File: src/hw/rtl/floppy_track_format_stream_defines.svh
// Assertion macros for the floppy track format stream RTL.
`ifndef FLOPPY_TRACK_FORMAT_STREAM_DEFINES_SVH
`define FLOPPY_TRACK_FORMAT_STREAM_DEFINES_SVH

// clocked check, off during reset
`define FTF_ASSERT(lbl, prop, msg) \
	lbl: assert property (@(posedge clk) disable iff (!arst_n) (prop)) else $error(msg);

// implication checked on the following cycle
`define FTF_ASSERT_NEXT(lbl, cond, prop, msg) \
	lbl: assert property (@(posedge clk) disable iff (!arst_n) (cond) |=> (prop)) \
		else $error(msg);

`endif

File: src/hw/rtl/ftf_pkg.sv
// Types, constants and segment functions for the floppy track format stream.
package ftf_pkg;

	localparam logic [9:0] SECTOR_BYTES    = 10'd512;
	localparam logic [9:0] FINAL_GAP_BYTES = 10'd598;

	localparam logic [7:0] FILL_SD   = 8'hFF;
	localparam logic [7:0] FILL_DD   = 8'h4E;
	localparam logic [7:0] PRE_INDEX = 8'hF6;
	localparam logic [7:0] PRE_ADDR  = 8'hF5;
	localparam logic [7:0] MARK_IDX  = 8'hFC;
	localparam logic [7:0] MARK_ID   = 8'hFE;
	localparam logic [7:0] MARK_DATA = 8'hFB;
	localparam logic [7:0] CRC_TOKEN = 8'hF7;
	localparam logic [7:0] DATA_FILL = 8'h69;
	localparam logic [7:0] SIZE_CODE = 8'h02;
	localparam logic [7:0] SIDE_ZERO = 8'h00;

	localparam logic [1:0] REG_TRACK  = 2'd0;
	localparam logic [1:0] REG_COUNT  = 2'd1;
	localparam logic [1:0] REG_DOUBLE = 2'd2;

	typedef enum logic [4:0] {
		SEG_IDX_GAP  = 5'd0,
		SEG_IDX_SYNC = 5'd1,
		SEG_IDX_PRE  = 5'd2,
		SEG_IDX_MARK = 5'd3,
		SEG_POST_GAP = 5'd4,
		SEG_SYNC1    = 5'd5,
		SEG_PRE1     = 5'd6,
		SEG_IDAM     = 5'd7,
		SEG_TRACK    = 5'd8,
		SEG_SIDE     = 5'd9,
		SEG_SECNUM   = 5'd10,
		SEG_SIZE     = 5'd11,
		SEG_CRC1     = 5'd12,
		SEG_GAP2     = 5'd13,
		SEG_SYNC2    = 5'd14,
		SEG_PRE2     = 5'd15,
		SEG_DAM      = 5'd16,
		SEG_DATA     = 5'd17,
		SEG_CRC2     = 5'd18,
		SEG_GAP3     = 5'd19,
		SEG_FINAL    = 5'd20
	} seg_t;

	typedef struct packed {
		logic [7:0] track_number;
		logic [4:0] sector_count;
		logic       dd_mode;
	} cfg_t;

	typedef struct packed {
		seg_t       seg;
		logic [9:0] bis;
		logic [4:0] sec;
	} pos_t;

	function automatic logic [9:0] seg_len(seg_t seg, logic dd);
		logic [9:0] len;
		case (seg) inside
			SEG_IDX_GAP:                         len = 10'd40;
			SEG_IDX_SYNC, SEG_SYNC1, SEG_SYNC2:  len = dd ? 10'd12 : 10'd6;
			SEG_IDX_PRE, SEG_PRE1, SEG_PRE2:     len = dd ? 10'd3 : 10'd0;
			SEG_POST_GAP:                        len = dd ? 10'd50 : 10'd26;
			SEG_GAP2:                            len = dd ? 10'd22 : 10'd11;
			SEG_DATA:                            len = SECTOR_BYTES;
			SEG_GAP3:                            len = dd ? 10'd54 : 10'd27;
			SEG_FINAL:                           len = FINAL_GAP_BYTES;
			default:                             len = 10'd1;
		endcase
		return len;
	endfunction

	function automatic pos_t next_seg(pos_t p, cfg_t c);
		pos_t r;
		r = p;
		r.bis = '0;
		if (p.seg == SEG_POST_GAP) begin
			r.sec = '0;
			r.seg = (c.sector_count == 5'd0) ? SEG_FINAL : SEG_SYNC1;
		end else if (p.seg == SEG_GAP3) begin
			if (({1'b0, p.sec} + 6'd1) >= {1'b0, c.sector_count}) begin
				r.seg = SEG_FINAL;
			end else begin
				r.sec = p.sec + 5'd1;
				r.seg = SEG_SYNC1;
			end
		end else if (p.seg >= SEG_FINAL) begin
			r.seg = SEG_IDX_GAP;
			r.sec = '0;
		end else begin
			r.seg = seg_t'(p.seg + 5'd1);
		end
		return r;
	endfunction

	// one overflow step, then at most one empty preamble to skip
	function automatic pos_t normalize(pos_t p, cfg_t c);
		pos_t r;
		r = p;
		if (r.bis >= seg_len(r.seg, c.dd_mode)) r = next_seg(r, c);
		if (r.bis >= seg_len(r.seg, c.dd_mode)) r = next_seg(r, c);
		return r;
	endfunction

	function automatic logic [7:0] seg_byte(pos_t p, cfg_t c);
		logic [7:0] b;
		case (p.seg) inside
			SEG_IDX_GAP, SEG_POST_GAP, SEG_GAP2, SEG_GAP3, SEG_FINAL:
				b = c.dd_mode ? FILL_DD : FILL_SD;
			SEG_IDX_PRE:         b = PRE_INDEX;
			SEG_PRE1, SEG_PRE2:  b = PRE_ADDR;
			SEG_IDX_MARK:        b = MARK_IDX;
			SEG_IDAM:            b = MARK_ID;
			SEG_TRACK:           b = c.track_number;
			SEG_SIDE:            b = SIDE_ZERO;
			SEG_SECNUM:          b = {3'b000, p.sec} + 8'd1;
			SEG_SIZE:            b = SIZE_CODE;
			SEG_CRC1, SEG_CRC2:  b = CRC_TOKEN;
			SEG_DAM:             b = MARK_DATA;
			SEG_DATA:            b = DATA_FILL;
			default:             b = 8'h00;
		endcase
		return b;
	endfunction

endpackage

File: src/hw/rtl/ftf_if.sv
// Handshake channel interfaces for request and track byte words.
interface ftf_req_if;
	logic valid;
	logic ready;
	logic restart;

	modport source (output valid, output restart, input ready);
	modport sink (input valid, input restart, output ready);
endinterface

interface ftf_rsp_if;
	logic       valid;
	logic       ready;
	logic [7:0] track_byte;
	logic       last_byte;

	modport source (output valid, output track_byte, output last_byte, input ready);
	modport sink (input valid, input track_byte, input last_byte, output ready);
endinterface

File: src/hw/rtl/ftf_apb_regs.sv
// APB configuration registers: track number, sector count, density.
module ftf_apb_regs
	import ftf_pkg::*;
(
	input  logic        clk,
	input  logic        arst_n,
	input  logic        psel,
	input  logic        penable,
	input  logic        pwrite,
	input  logic [3:0]  paddr,
	input  logic [31:0] pwdata,
	output logic [31:0] prdata,
	output logic        pready,
	output cfg_t        cfg
);

	cfg_t cfg_q;
	logic wr_en;

	assign pready = 1'b1;
	assign wr_en  = psel && penable && pwrite && pready;
	assign cfg    = cfg_q;

	always_ff @(posedge clk or negedge arst_n) begin
		if (!arst_n) begin
			cfg_q.track_number <= 8'd0;
			cfg_q.sector_count <= 5'd26;
			cfg_q.dd_mode      <= 1'b0;
		end else if (wr_en) begin
			unique case (paddr[3:2])
				REG_TRACK:  cfg_q.track_number <= pwdata[7:0];
				REG_COUNT:  cfg_q.sector_count <= pwdata[4:0];
				REG_DOUBLE: cfg_q.dd_mode      <= pwdata[0];
				default: ;
			endcase
		end
	end

	always_comb begin
		unique case (paddr[3:2])
			REG_TRACK:  prdata = {24'd0, cfg_q.track_number};
			REG_COUNT:  prdata = {27'd0, cfg_q.sector_count};
			REG_DOUBLE: prdata = {31'd0, cfg_q.dd_mode};
			default:    prdata = 32'd0;
		endcase
	end

endmodule

File: src/hw/rtl/ftf_engine.sv
// Input register, track position state and track byte result register.
`include "floppy_track_format_stream_defines.svh"

module ftf_engine
	import ftf_pkg::*;
(
	input  logic  clk,
	input  logic  arst_n,
	input  cfg_t  cfg,
	ftf_req_if.sink   req,
	ftf_rsp_if.source rsp
);

	logic       valid_s1;
	logic       restart_s1;
	logic       valid_s2;
	logic [7:0] track_byte_s2;
	logic       last_byte_s2;
	pos_t       pos_q;

	logic       adv;
	pos_t       pos_start;
	pos_t       pos_cur;
	pos_t       pos_step;
	pos_t       pos_next;
	logic [7:0] byte_cur;
	logic       last_cur;
	logic [7:0] fill;

	assign adv       = valid_s1 && (!valid_s2 || rsp.ready);
	assign req.ready = !valid_s1 || adv;

	assign fill      = cfg.dd_mode ? FILL_DD : FILL_SD;
	assign pos_start = restart_s1 ? '0 : pos_q;
	assign pos_cur   = normalize(pos_start, cfg);
	assign byte_cur  = seg_byte(pos_cur, cfg);
	assign last_cur  = (pos_cur.seg == SEG_FINAL) && (pos_cur.bis == FINAL_GAP_BYTES - 10'd1);

	always_comb begin
		pos_step     = pos_cur;
		pos_step.bis = pos_cur.bis + 10'd1;
		pos_next     = normalize(pos_step, cfg);
	end

	always_ff @(posedge clk or negedge arst_n) begin
		if (!arst_n) begin
			valid_s1 <= 1'b0;
			valid_s2 <= 1'b0;
			pos_q    <= '0;
		end else begin
			if (req.ready) valid_s1 <= req.valid;
			if (adv) begin
				valid_s2 <= 1'b1;
				pos_q    <= pos_next;
			end else if (rsp.ready) begin
				valid_s2 <= 1'b0;
			end
		end
	end

	always_ff @(posedge clk) begin
		if (req.ready && req.valid) restart_s1 <= req.restart;
		if (adv) begin
			track_byte_s2 <= byte_cur;
			last_byte_s2  <= last_cur;
		end
	end

	assign rsp.valid      = valid_s2;
	assign rsp.track_byte = track_byte_s2;
	assign rsp.last_byte  = last_byte_s2;

	`FTF_ASSERT_NEXT(a_adv_fills_out, adv, valid_s2, "advanced word did not reach output")
	`FTF_ASSERT_NEXT(a_wrap_after_last, adv && last_cur,
		pos_q.seg == SEG_IDX_GAP && pos_q.bis == 10'd0 && pos_q.sec == 5'd0,
		"no wrap to index gap after last byte")
	`FTF_ASSERT_NEXT(a_restart_gap, adv && restart_s1, track_byte_s2 == fill,
		"restart did not emit index gap fill")
	`FTF_ASSERT(a_last_is_fill, !(valid_s2 && last_byte_s2) || track_byte_s2 == fill,
		"last byte is not gap fill")

endmodule

File: src/hw/rtl/floppy_track_format_stream.sv
// Top level of the floppy track format stream generator.
// A request word is held in the input register, then its track byte is registered in the result register.
// Throughput: one word per cycle while rsp.ready holds; the position update is one registered pass.
// Reset: arst_n clears position, valid flags and registers (26 sectors, single density).
module floppy_track_format_stream
	import ftf_pkg::*;
(
	input  logic        clk,
	input  logic        arst_n,
	ftf_req_if.sink     req,
	ftf_rsp_if.source   rsp,
	input  logic        psel,
	input  logic        penable,
	input  logic        pwrite,
	input  logic [3:0]  paddr,
	input  logic [31:0] pwdata,
	output logic [31:0] prdata,
	output logic        pready
);

	cfg_t cfg;

	ftf_apb_regs u_regs (
		.clk     (clk),
		.arst_n  (arst_n),
		.psel    (psel),
		.penable (penable),
		.pwrite  (pwrite),
		.paddr   (paddr),
		.pwdata  (pwdata),
		.prdata  (prdata),
		.pready  (pready),
		.cfg     (cfg)
	);

	ftf_engine u_engine (
		.clk    (clk),
		.arst_n (arst_n),
		.cfg    (cfg),
		.req    (req),
		.rsp    (rsp)
	);

endmodule
File: src/flat_wrapper.sv
// flat-port wrapper written by rule: the top's interface ports become plain ports
module floppy_track_format_stream_flat import ftf_pkg::*;
  (clk, arst_n, psel, penable, pwrite, paddr, pwdata, prdata, pready, req_valid, req_restart, req_ready, rsp_valid, rsp_track_byte, rsp_last_byte, rsp_ready);
  ftf_req_if req_i ();
  ftf_rsp_if rsp_i ();
  input  logic clk;
  input  logic arst_n;
  input  logic psel;
  input  logic penable;
  input  logic pwrite;
  input  logic [3:0] paddr;
  input  logic [31:0] pwdata;
  output logic [31:0] prdata;
  output logic pready;
  input wire logic [$bits(req_i.valid)-1:0] req_valid;
  input wire logic [$bits(req_i.restart)-1:0] req_restart;
  output wire logic [$bits(req_i.ready)-1:0] req_ready;
  output wire logic [$bits(rsp_i.valid)-1:0] rsp_valid;
  output wire logic [$bits(rsp_i.track_byte)-1:0] rsp_track_byte;
  output wire logic [$bits(rsp_i.last_byte)-1:0] rsp_last_byte;
  input wire logic [$bits(rsp_i.ready)-1:0] rsp_ready;
  assign req_i.valid = req_valid;
  assign req_i.restart = req_restart;
  assign req_ready = req_i.ready;
  assign rsp_valid = rsp_i.valid;
  assign rsp_track_byte = rsp_i.track_byte;
  assign rsp_last_byte = rsp_i.last_byte;
  assign rsp_i.ready = rsp_ready;
  floppy_track_format_stream u_core (.clk(clk), .arst_n(arst_n), .req(req_i), .rsp(rsp_i), .psel(psel), .penable(penable), .pwrite(pwrite), .paddr(paddr), .pwdata(pwdata), .prdata(prdata), .pready(pready));
endmodule
File: config.mk
export PLATFORM = sky130hd
export DESIGN_NAME = floppy_track_format_stream_flat
export DESIGN_NICKNAME = d
export VERILOG_FILES = /design/src/hw/rtl/ftf_pkg.sv /design/src/hw/rtl/ftf_if.sv /design/src/hw/rtl/ftf_apb_regs.sv /design/src/hw/rtl/ftf_engine.sv /design/src/hw/rtl/floppy_track_format_stream.sv /design/src/flat_wrapper.sv
export VERILOG_INCLUDE_DIRS = /design/src /design/src/hw/rtl
export SDC_FILE = /design/constraint.sdc
export NUM_CORES = 1
export LEC_CHECK = 0
export ABC_CLOCK_PERIOD_IN_PS = 15260
export BUFFER_PORTS_ARGS = -buffer_cell sky130_fd_sc_hd__buf_4
export CORE_AREA = 2 2 139 141
export DETAILED_ROUTE_END_ITERATION = 12
export DIE_AREA = 0 0 141 143
export GPL_ROUTABILITY_DRIVEN = 0
export SYNTH_ARGS = -nofsm -noshare
export SYNTH_HDL_FRONTEND = slang
export SYNTH_SLANG_ARGS = --single-unit
File: constraint.sdc
create_clock -name clk -period 15.26 [get_ports clk]
set_input_delay 0.763 -clock clk [delete_from_list [all_inputs] [get_ports clk]]
set_output_delay 0.763 -clock clk [all_outputs]
set_load 0.05 [all_outputs]
==> impl_metrics.csv, run 1 <==
group,metric,value,unit
layout,drive_gt1_share,16.3,%
route,wirelength,23.2,mm
sta,slew_headroom,33.2,%
placement,hpwl,18.4,mm
synth,syn_area,7380,um^2
layout,fin_area,8270,um^2
route,vias_per_cell,6.00,
clock_tree,clkLatencyLatePin,290,ps
placement,placed_area,8080,um^2
critical_path,reg2reg_slack,1200,ps
critical_path,crit_type,"reg2reg",
critical_path,critPathLaunchType,"flip-flop",
floorplanning,core,18600,um^2
global_routing,grt-ovfl-total,0,
job,max_cap_violations,0,
global_routing,antenna_found_initial,0,
critical_path,crit_path_top_delay_cell,"a311o_2",
clock_tree,cts_buffers,5,
clock_tree,h-tree-depth,2,
critical_path,worstReg2RegStart,"u_core.u_engine.restart_s1$_DFFE_PP_",
layout,num-nets-final,1153,
synth,ys_seq_area_share,16.3,%
critical_path,crit_fanout,10,
sta,fin_crit,14060,ps
route,drt-initial-drc-count,576,
critical_path,cpPeakStageDelay,540,ps
floorplanning,row_count,50,
sta,skew,4.23,ps
synth,synth.distinct_cells,109,
clock_tree,cts_tree,"done",
clock_tree,clockRootBuffer,"clkbuf_16",
sta,setup_viol,0,
placement,portBuffers,36,
clock_tree,path_clk_slew,70,ps
synth,ys_warn_count,0,
sta,fmax,0.0711,GHz
critical_path,worst-endpoint-arrival,14290,ps
global_routing,grt_first_pass_wirelength,37.2,mm
floorplanning,initial_utilization,39.7,%
placement,placedCellCount,1262,
clock_tree,clock_path_buffers,2,
sta,fin_crit_sh,92.2,%
layout,syn2layout_area_growth,12.2,%
synth,synth_top_flop_cell,"dfrtp_1",
route,wl_per_cell,18.3,um
route,dr_total_vias,7628,
synth,synthCells,981,
route,drc,0,
critical_path,r2r-end,"u_core.u_engine.pos_q[19]$_DFFE_PN0P_",
synth,ys_ff_latch,46,
synth,avgSynthCellArea,7.52,um^2
route,ant_nets,0,
sta,hold_viol,0,
global_routing,grt_pass1_vias,6983,
global_routing,grtUsageTotal,23.0,%
floorplanning,die_y,143,um
synth,synth_edf_count,10,
global_routing,grt_max_degree,37,
critical_path,cp_data_required_time,15490,ps
critical_path,worstSetupEndpointType,"flip-flop",
sta,drv_slew,0,
synth,async_reset_ff_share,78.3,%
layout,stdcell_count,1271,
sta,worstMarginPinSlew,1000,ps
floorplanning,io_pins,88,
route,drt_pass1_iterations,6,
critical_path,reg2regPathDepth,68,
worst_hold_path,hold_class,"in2async",
floorplanning,die_area,20200,um^2
clock_tree,cts.sinks,46,
floorplanning,die_w,141,um
status,status,"completed",
==> registers in the layout (all words and copies together) (netlist names) <==
name	flops
u_core.u_engine.rsp.track_byte	8
u_core.u_engine.rsp.valid	1
u_core.u_engine.pos_q	20
u_core.u_regs.cfg	14
u_core.u_engine.valid_s1	1
u_core.u_engine.rsp.last_byte	1
u_core.u_engine.restart_s1	1
==> routing by layer <==
layer / global-route usage (%) / vias to the layer above / share of wire [%]
met1: 33.3 / 3600 / 47
met3: 1.74 / 37 / 6.1
li1: - / 3691 / -
met5: 0 / - / 0
met4: 6.26 / 0 / 2.3
met2: 36.8 / 300 / 45
==> cell type report <==
cell class / count / area [um^2]
antenna: 1 / 2.50
clock inverter: 1 / 7.51
tap: 234 / 293
sequential: 46 / 1210
inverter: 36 / 139
timing repair buffer: 91 / 696
multi-input combinational: 855 / 5780
fill: 1907 / 10300
clock buffer: 7 / 154
==> critical path, delay by kind of cell (launching register included) <==
kind            cells  cell delay [ps]
simple gates       20             3110
flops               1              510
fa+ha+maj           8             2020
compound gates     34             7440
buf+inv             6              930
==> logic make-up (layout without fill, tap and decap cells) <==
family | count (synthesis) | after routing | share of synthesized area, %
DFF | 46 | 46 | 16.3
adders and majority gates | 74 | 74 | 12.6
xor gates and xnor gates | 19 | 19 | 2.26
other | 2 | 26 | 0.102
buffers and inverters | 103 | 135 | 6.94
and+or+nand+nor | 413 | 413 | 29.1
muxes | 22 | 22 | 3.19
AOI/OAI and AO/OA | 302 | 302 | 29.5
==> Yosys cell counts, drive strengths merged (6+ instances only) <==
cell	instances	area share (%)
a2111oi	6	0.73
a211oi	12	1.5
a21boi	7	0.92
a21o	14	1.4
a21oi	61	4.2
a22o	6	0.71
a22oi	7	0.78
a31oi	16	1.4
and2	24	2.0
and3	13	1.1
buf	42	3.8
clkbuf	25	1.3
dfrtp	33	11
edfxtp	10	4.1
ha	74	13
inv	36	1.8
mux2	12	1.8
mux2i	10	1.4
nand2	122	6.3
nand2b	24	2.0
nand3	42	3.1
nand4	8	0.88
nor2	88	4.5
nor2b	19	1.6
nor3	29	2.3
nor4	9	1.2
o211ai	12	1.5
o21a	10	1.0
o21ai	76	5.3
o22ai	7	0.68
o31ai	7	0.90
or2	8	0.68
or3	7	0.66
xnor2	12	1.4
xor2	7	0.83
==> worst max path at each step <==
stage | depth (start not counted) | startpoint | slack (ps) | endpoint
2_1_floorplan | 75 | u_core.u_engine.restart_s1$_DFFE_PP_ | 1530 | u_core.u_engine.pos_q[19]$_DFFE_PN0P_
3_3_place_gp | 70 | u_core.u_engine.restart_s1$_DFFE_PP_ | 980 | u_core.u_engine.pos_q[19]$_DFFE_PN0P_
3_5_place_dp | 70 | u_core.u_engine.restart_s1$_DFFE_PP_ | 910 | u_core.u_engine.pos_q[19]$_DFFE_PN0P_
4_1_cts | 70 | u_core.u_engine.restart_s1$_DFFE_PP_ | 770 | u_core.u_engine.pos_q[19]$_DFFE_PN0P_
5_1_grt | 70 | u_core.u_engine.restart_s1$_DFFE_PP_ | -40 | u_core.u_engine.pos_q[19]$_DFFE_PN0P_
6_report | 68 | u_core.u_engine.restart_s1$_DFFE_PP_ | 1200 | u_core.u_engine.pos_q[19]$_DFFE_PN0P_
==> placed cells by master (no fill, tap or decap), types with 7 or more instances in the layout <==
cell and instances:
a211oi_1 9, a21o_1 13, a21oi_1 60, a31oi_1 15, and2_1 24, and3_1 13, buf_4 90, conb_1 25
dfrtp_1 32, edfxtp_1 10, ha_1 73, inv_1 34, mux2_2 12, mux2i_1 10, nand2_1 118, nand2b_1 24
nand3_1 40, nand4_1 7, nor2_1 87, nor2b_1 18, nor3_1 26, nor4_1 7, o211ai_1 9, o21a_1 10
o21ai_0 66, o21ai_1 7, xnor2_1 12, xor2_1 7
==> through the flow <==
step	hold WS, ps	setup TNS, ps	util [%]	setup WS, ps
after floorplan	442	0	-	1530
after global placement	467	0	43.5	982
after detailed placement	465	0	43.5	909
after CTS	458	0	44.3	765
after global routing	476	-36.3	44.5	-36.3
final	435	0	44.5	1200
==> repair_timing <==
| action | CTS | global route |
|---|---|---|
| hold buffers | 0 | 0 |
| gates resized for setup | 0 | 10 |
| buffers inserted | 0 | 0 |
| hold endpoints to repair | 0 | 0 |
| endpoints found under the setup margin | 0 | 20 |
Power of run 1 is left out: the tool's default activity adds up to more than one toggle a clock period on the data nets, which glitch-free logic cannot reach.
==> run 2, diff against run 1 <==
--- a/config.mk
+++ b/config.mk
@@ -6,11 +6,12 @@
 export SDC_FILE = /design/constraint.sdc
 export NUM_CORES = 1
 export LEC_CHECK = 0
+export ABC_AREA = 1
 export ABC_CLOCK_PERIOD_IN_PS = 15260
 export BUFFER_PORTS_ARGS = -buffer_cell sky130_fd_sc_hd__buf_4
-export CORE_AREA = 2 2 139 141
+export CORE_AREA = 5 5 143 145
 export DETAILED_ROUTE_END_ITERATION = 12
-export DIE_AREA = 0 0 141 143
+export DIE_AREA = 0 0 148 150
 export GPL_ROUTABILITY_DRIVEN = 0
 export SYNTH_ARGS = -nofsm -noshare
 export SYNTH_HDL_FRONTEND = slang
==> impl_metrics.csv, run 2 <==
group,metric,value,unit
global_routing,grt_first_pass_wirelength,33.2,mm
global_routing,grtUsageTotal,18.2,%
route,dr_total_vias,7296,
floorplanning,initial_utilization,38.8,%
critical_path,worst-endpoint-arrival,13770,ps
layout,layout_common_cells,"nand2_1, inv_1, nor2_1, nand3_1, ha_1",
sta,slew_headroom,23.7,%
route,drt_pass1_iterations,5,
synth,synthMuxAreaShare,0,%
layout,largest_reg_flops,20,
sta,setup_tns,0,ps
synth,avgSynthCellArea,6.40,um^2
clock_tree,cts.repair.resized,0,
synth,synthAdderAreaFrac,12.5,%
synth,synthXorXnorAreaFrac,1.18,%
clock_tree,clockRootBuffer,"clkbuf_16",
sta,setup_viol,0,
synth,async_reset_ff_share,78.3,%
placement,hpwl,16.8,mm
critical_path,cp_data_required_time,15480,ps
route,wl_per_cell,14.3,um
floorplanning,row_count,51,
layout,regMostFlops,"u_core.u_engine.pos_q",
synth,synth_top_family_by_area,"simple AND/OR/NAND/NOR gates",
layout,drive_gt1_share,14.7,%
critical_path,crit_type,"reg2reg",
critical_path,worstSetupEndpointType,"flip-flop",
critical_path,crit_path_top_delay_cell,"o21ai_0",
synth,synth-compound-area-share,14.9,%
floorplanning,die_y,150,um
synth,syn_area,7400,um^2
synth,synth.distinct_cells,63,
sta,hold_viol,0,
global_routing,antenna_found_initial,0,
clock_tree,path_clk_slew,70,ps
synth,ys_ff_latch,46,
global_routing,grt_pass1_vias,6624,
sta,skew,8.79,ps
synth,synth-simple-area-share,40.4,%
critical_path,critPathMostFrequentCell,"nor2_1",
sta,drv_slew,0,
clock_tree,post_cts_buffers,0,
sta,fmax,0.0738,GHz
clock_tree,h-tree-depth,2,
status,status,"completed",
global_routing,grt_max_degree,37,
floorplanning,die_area,22200,um^2
synth,synthTopCellsByCount,"nand2_1, inv_1, nor2_1, nand3_1, ha_1",
synth,synth_top_flop_cell,"dfrtp_1",
job,max_cap_violations,0,
sta,fin_crit,13560,ps
critical_path,cpPeakStageDelay,760,ps
layout,seqCellArea,1200,um^2
route,ant_nets,0,
clock_tree,clkLatencyLatePin,300,ps
floorplanning,die_w,148,um
critical_path,crit_fanout,24,
layout,nFillCells,2021,
floorplanning,io_pins,88,
sta,fin_crit_sh,88.8,%
synth,synthTopCellsByArea,"nand2_1, ha_1, dfrtp_1",
critical_path,critPathLaunchType,"flip-flop",
layout,syn2layout_area_growth,7.25,%
synth,synth_edf_count,10,
global_routing,grt-ovfl-total,0,
synth,ys_warn_count,0,
route,wirelength,20.4,mm
route,drc,0,
route,vias_per_cell,5.12,
synth,yosysMostFrequentCell,"nand2_1",
synth,ys_seq_area_share,16.3,%
clock_tree,cts_buffers,5,
synth,synthCells,1157,
clock_tree,clock_path_buffers,2,
floorplanning,core,19100,um^2
sta,worstMarginPinSlew,1140,ps
worst_hold_path,hold_class,"in2async",
layout,num_antenna_cells,0,
clock_tree,hold_buffers,0,
layout,multi_input_area,5200,um^2
synth,synth_top_area_share,13.3,%
clock_tree,cts_tree,"done",
sta,grt_setup_unrepaired,"no",
synth,synth_top_area_cell,"nand2_1",
layout,num-nets-final,1303,
clock_tree,cts.sinks,46,
layout,final_common_cell,"nand2_1",
placement,portBuffers,36,
route,drt-initial-drc-count,528,
## run 2: cell count changes after synthesis, moves of 24 or more
cell / before / now
nor2_1: 87 / 126
inv_1: 35 / 172
nand3_1: 40 / 81
nand2_1: 118 / 263
nand2b_1: 24 / 0
## run 2: cell families after synthesis
logic type / after synthesis
buffers and inverters: 246
XOR/XNOR: 10
other: 2
AND/OR/NAND/NOR: 601
AO/OA/AOI/OAI: 178
adder cells (fa/ha/maj): 74
flip-flops: 46
## run 2: area by class of cell
class / count / share of cell area, %
multi-input cells: 888 / 65.5
inverters: 203 / 9.79
flip-flops and latches: 46 / 15.2
clock inverters: 1 / 0.110
repair buffers: 41 / 3.88
clock buffers: 7 / 1.80
well taps: 238 / 3.75
## run 2: worst max-delay path, delay by kind of cell (launching register included)
family,cells,cell delay (ps)
buffers and inverters,14,1430
adder cells (fa/ha/maj),10,2670
AO/OA/AOI/OAI,21,4410
flip-flops,1,420
AND/OR/NAND/NOR,36,4530
## run 2: path summary, 6_finish.rpt
kind                                                      start                               endpoint  slack (ps)  cells past startpoint
setup / recovery           u_core.u_engine.restart_s1$_DFFE_PP_  u_core.u_engine.pos_q[18]$_DFFE_PN0P_        1700                     81
hold / removal                                           arst_n   u_core.u_engine.pos_q[8]$_DFFE_PN0P_         430                      1
setup reg to reg           u_core.u_engine.restart_s1$_DFFE_PP_  u_core.u_engine.pos_q[18]$_DFFE_PN0P_        1700                     81
hold reg to reg            u_core.u_engine.pos_q[5]$_DFFE_PN0P_   u_core.u_engine.pos_q[5]$_DFFE_PN0P_         490                      2
max in group asynchronous                                arst_n       u_core.u_regs.cfg[5]$_DFFE_PN1P_       14470                      1
min in group clk           u_core.u_engine.pos_q[5]$_DFFE_PN0P_   u_core.u_engine.pos_q[5]$_DFFE_PN0P_         490                      2
## run 2: through the flow
step                      instance area, um^2  setup WS, ps  utilization (%)  instances  hold slack (ps)
after CTS                                7940          1640             41.6       1424              445
final                                    7940          1700             41.6       1424              427
after global placement                   7790          1770             40.8       1416              467
after detailed placement                 7790          1690             40.8       1416              479
after global routing                     7940           177             41.6       1424              470
after floorplan                          7490          4030                -       1180              452
## run 2: routing by layer
layer	vias up	GRT usage, %	wire, um
li1	3782	-	-
met1	3332	25.6	9730
met2	166	30.8	9550
met3	16	1.12	812
met4	0	4.30	299
met5	-	0	0
Power of run 2 is left out for the same reason.
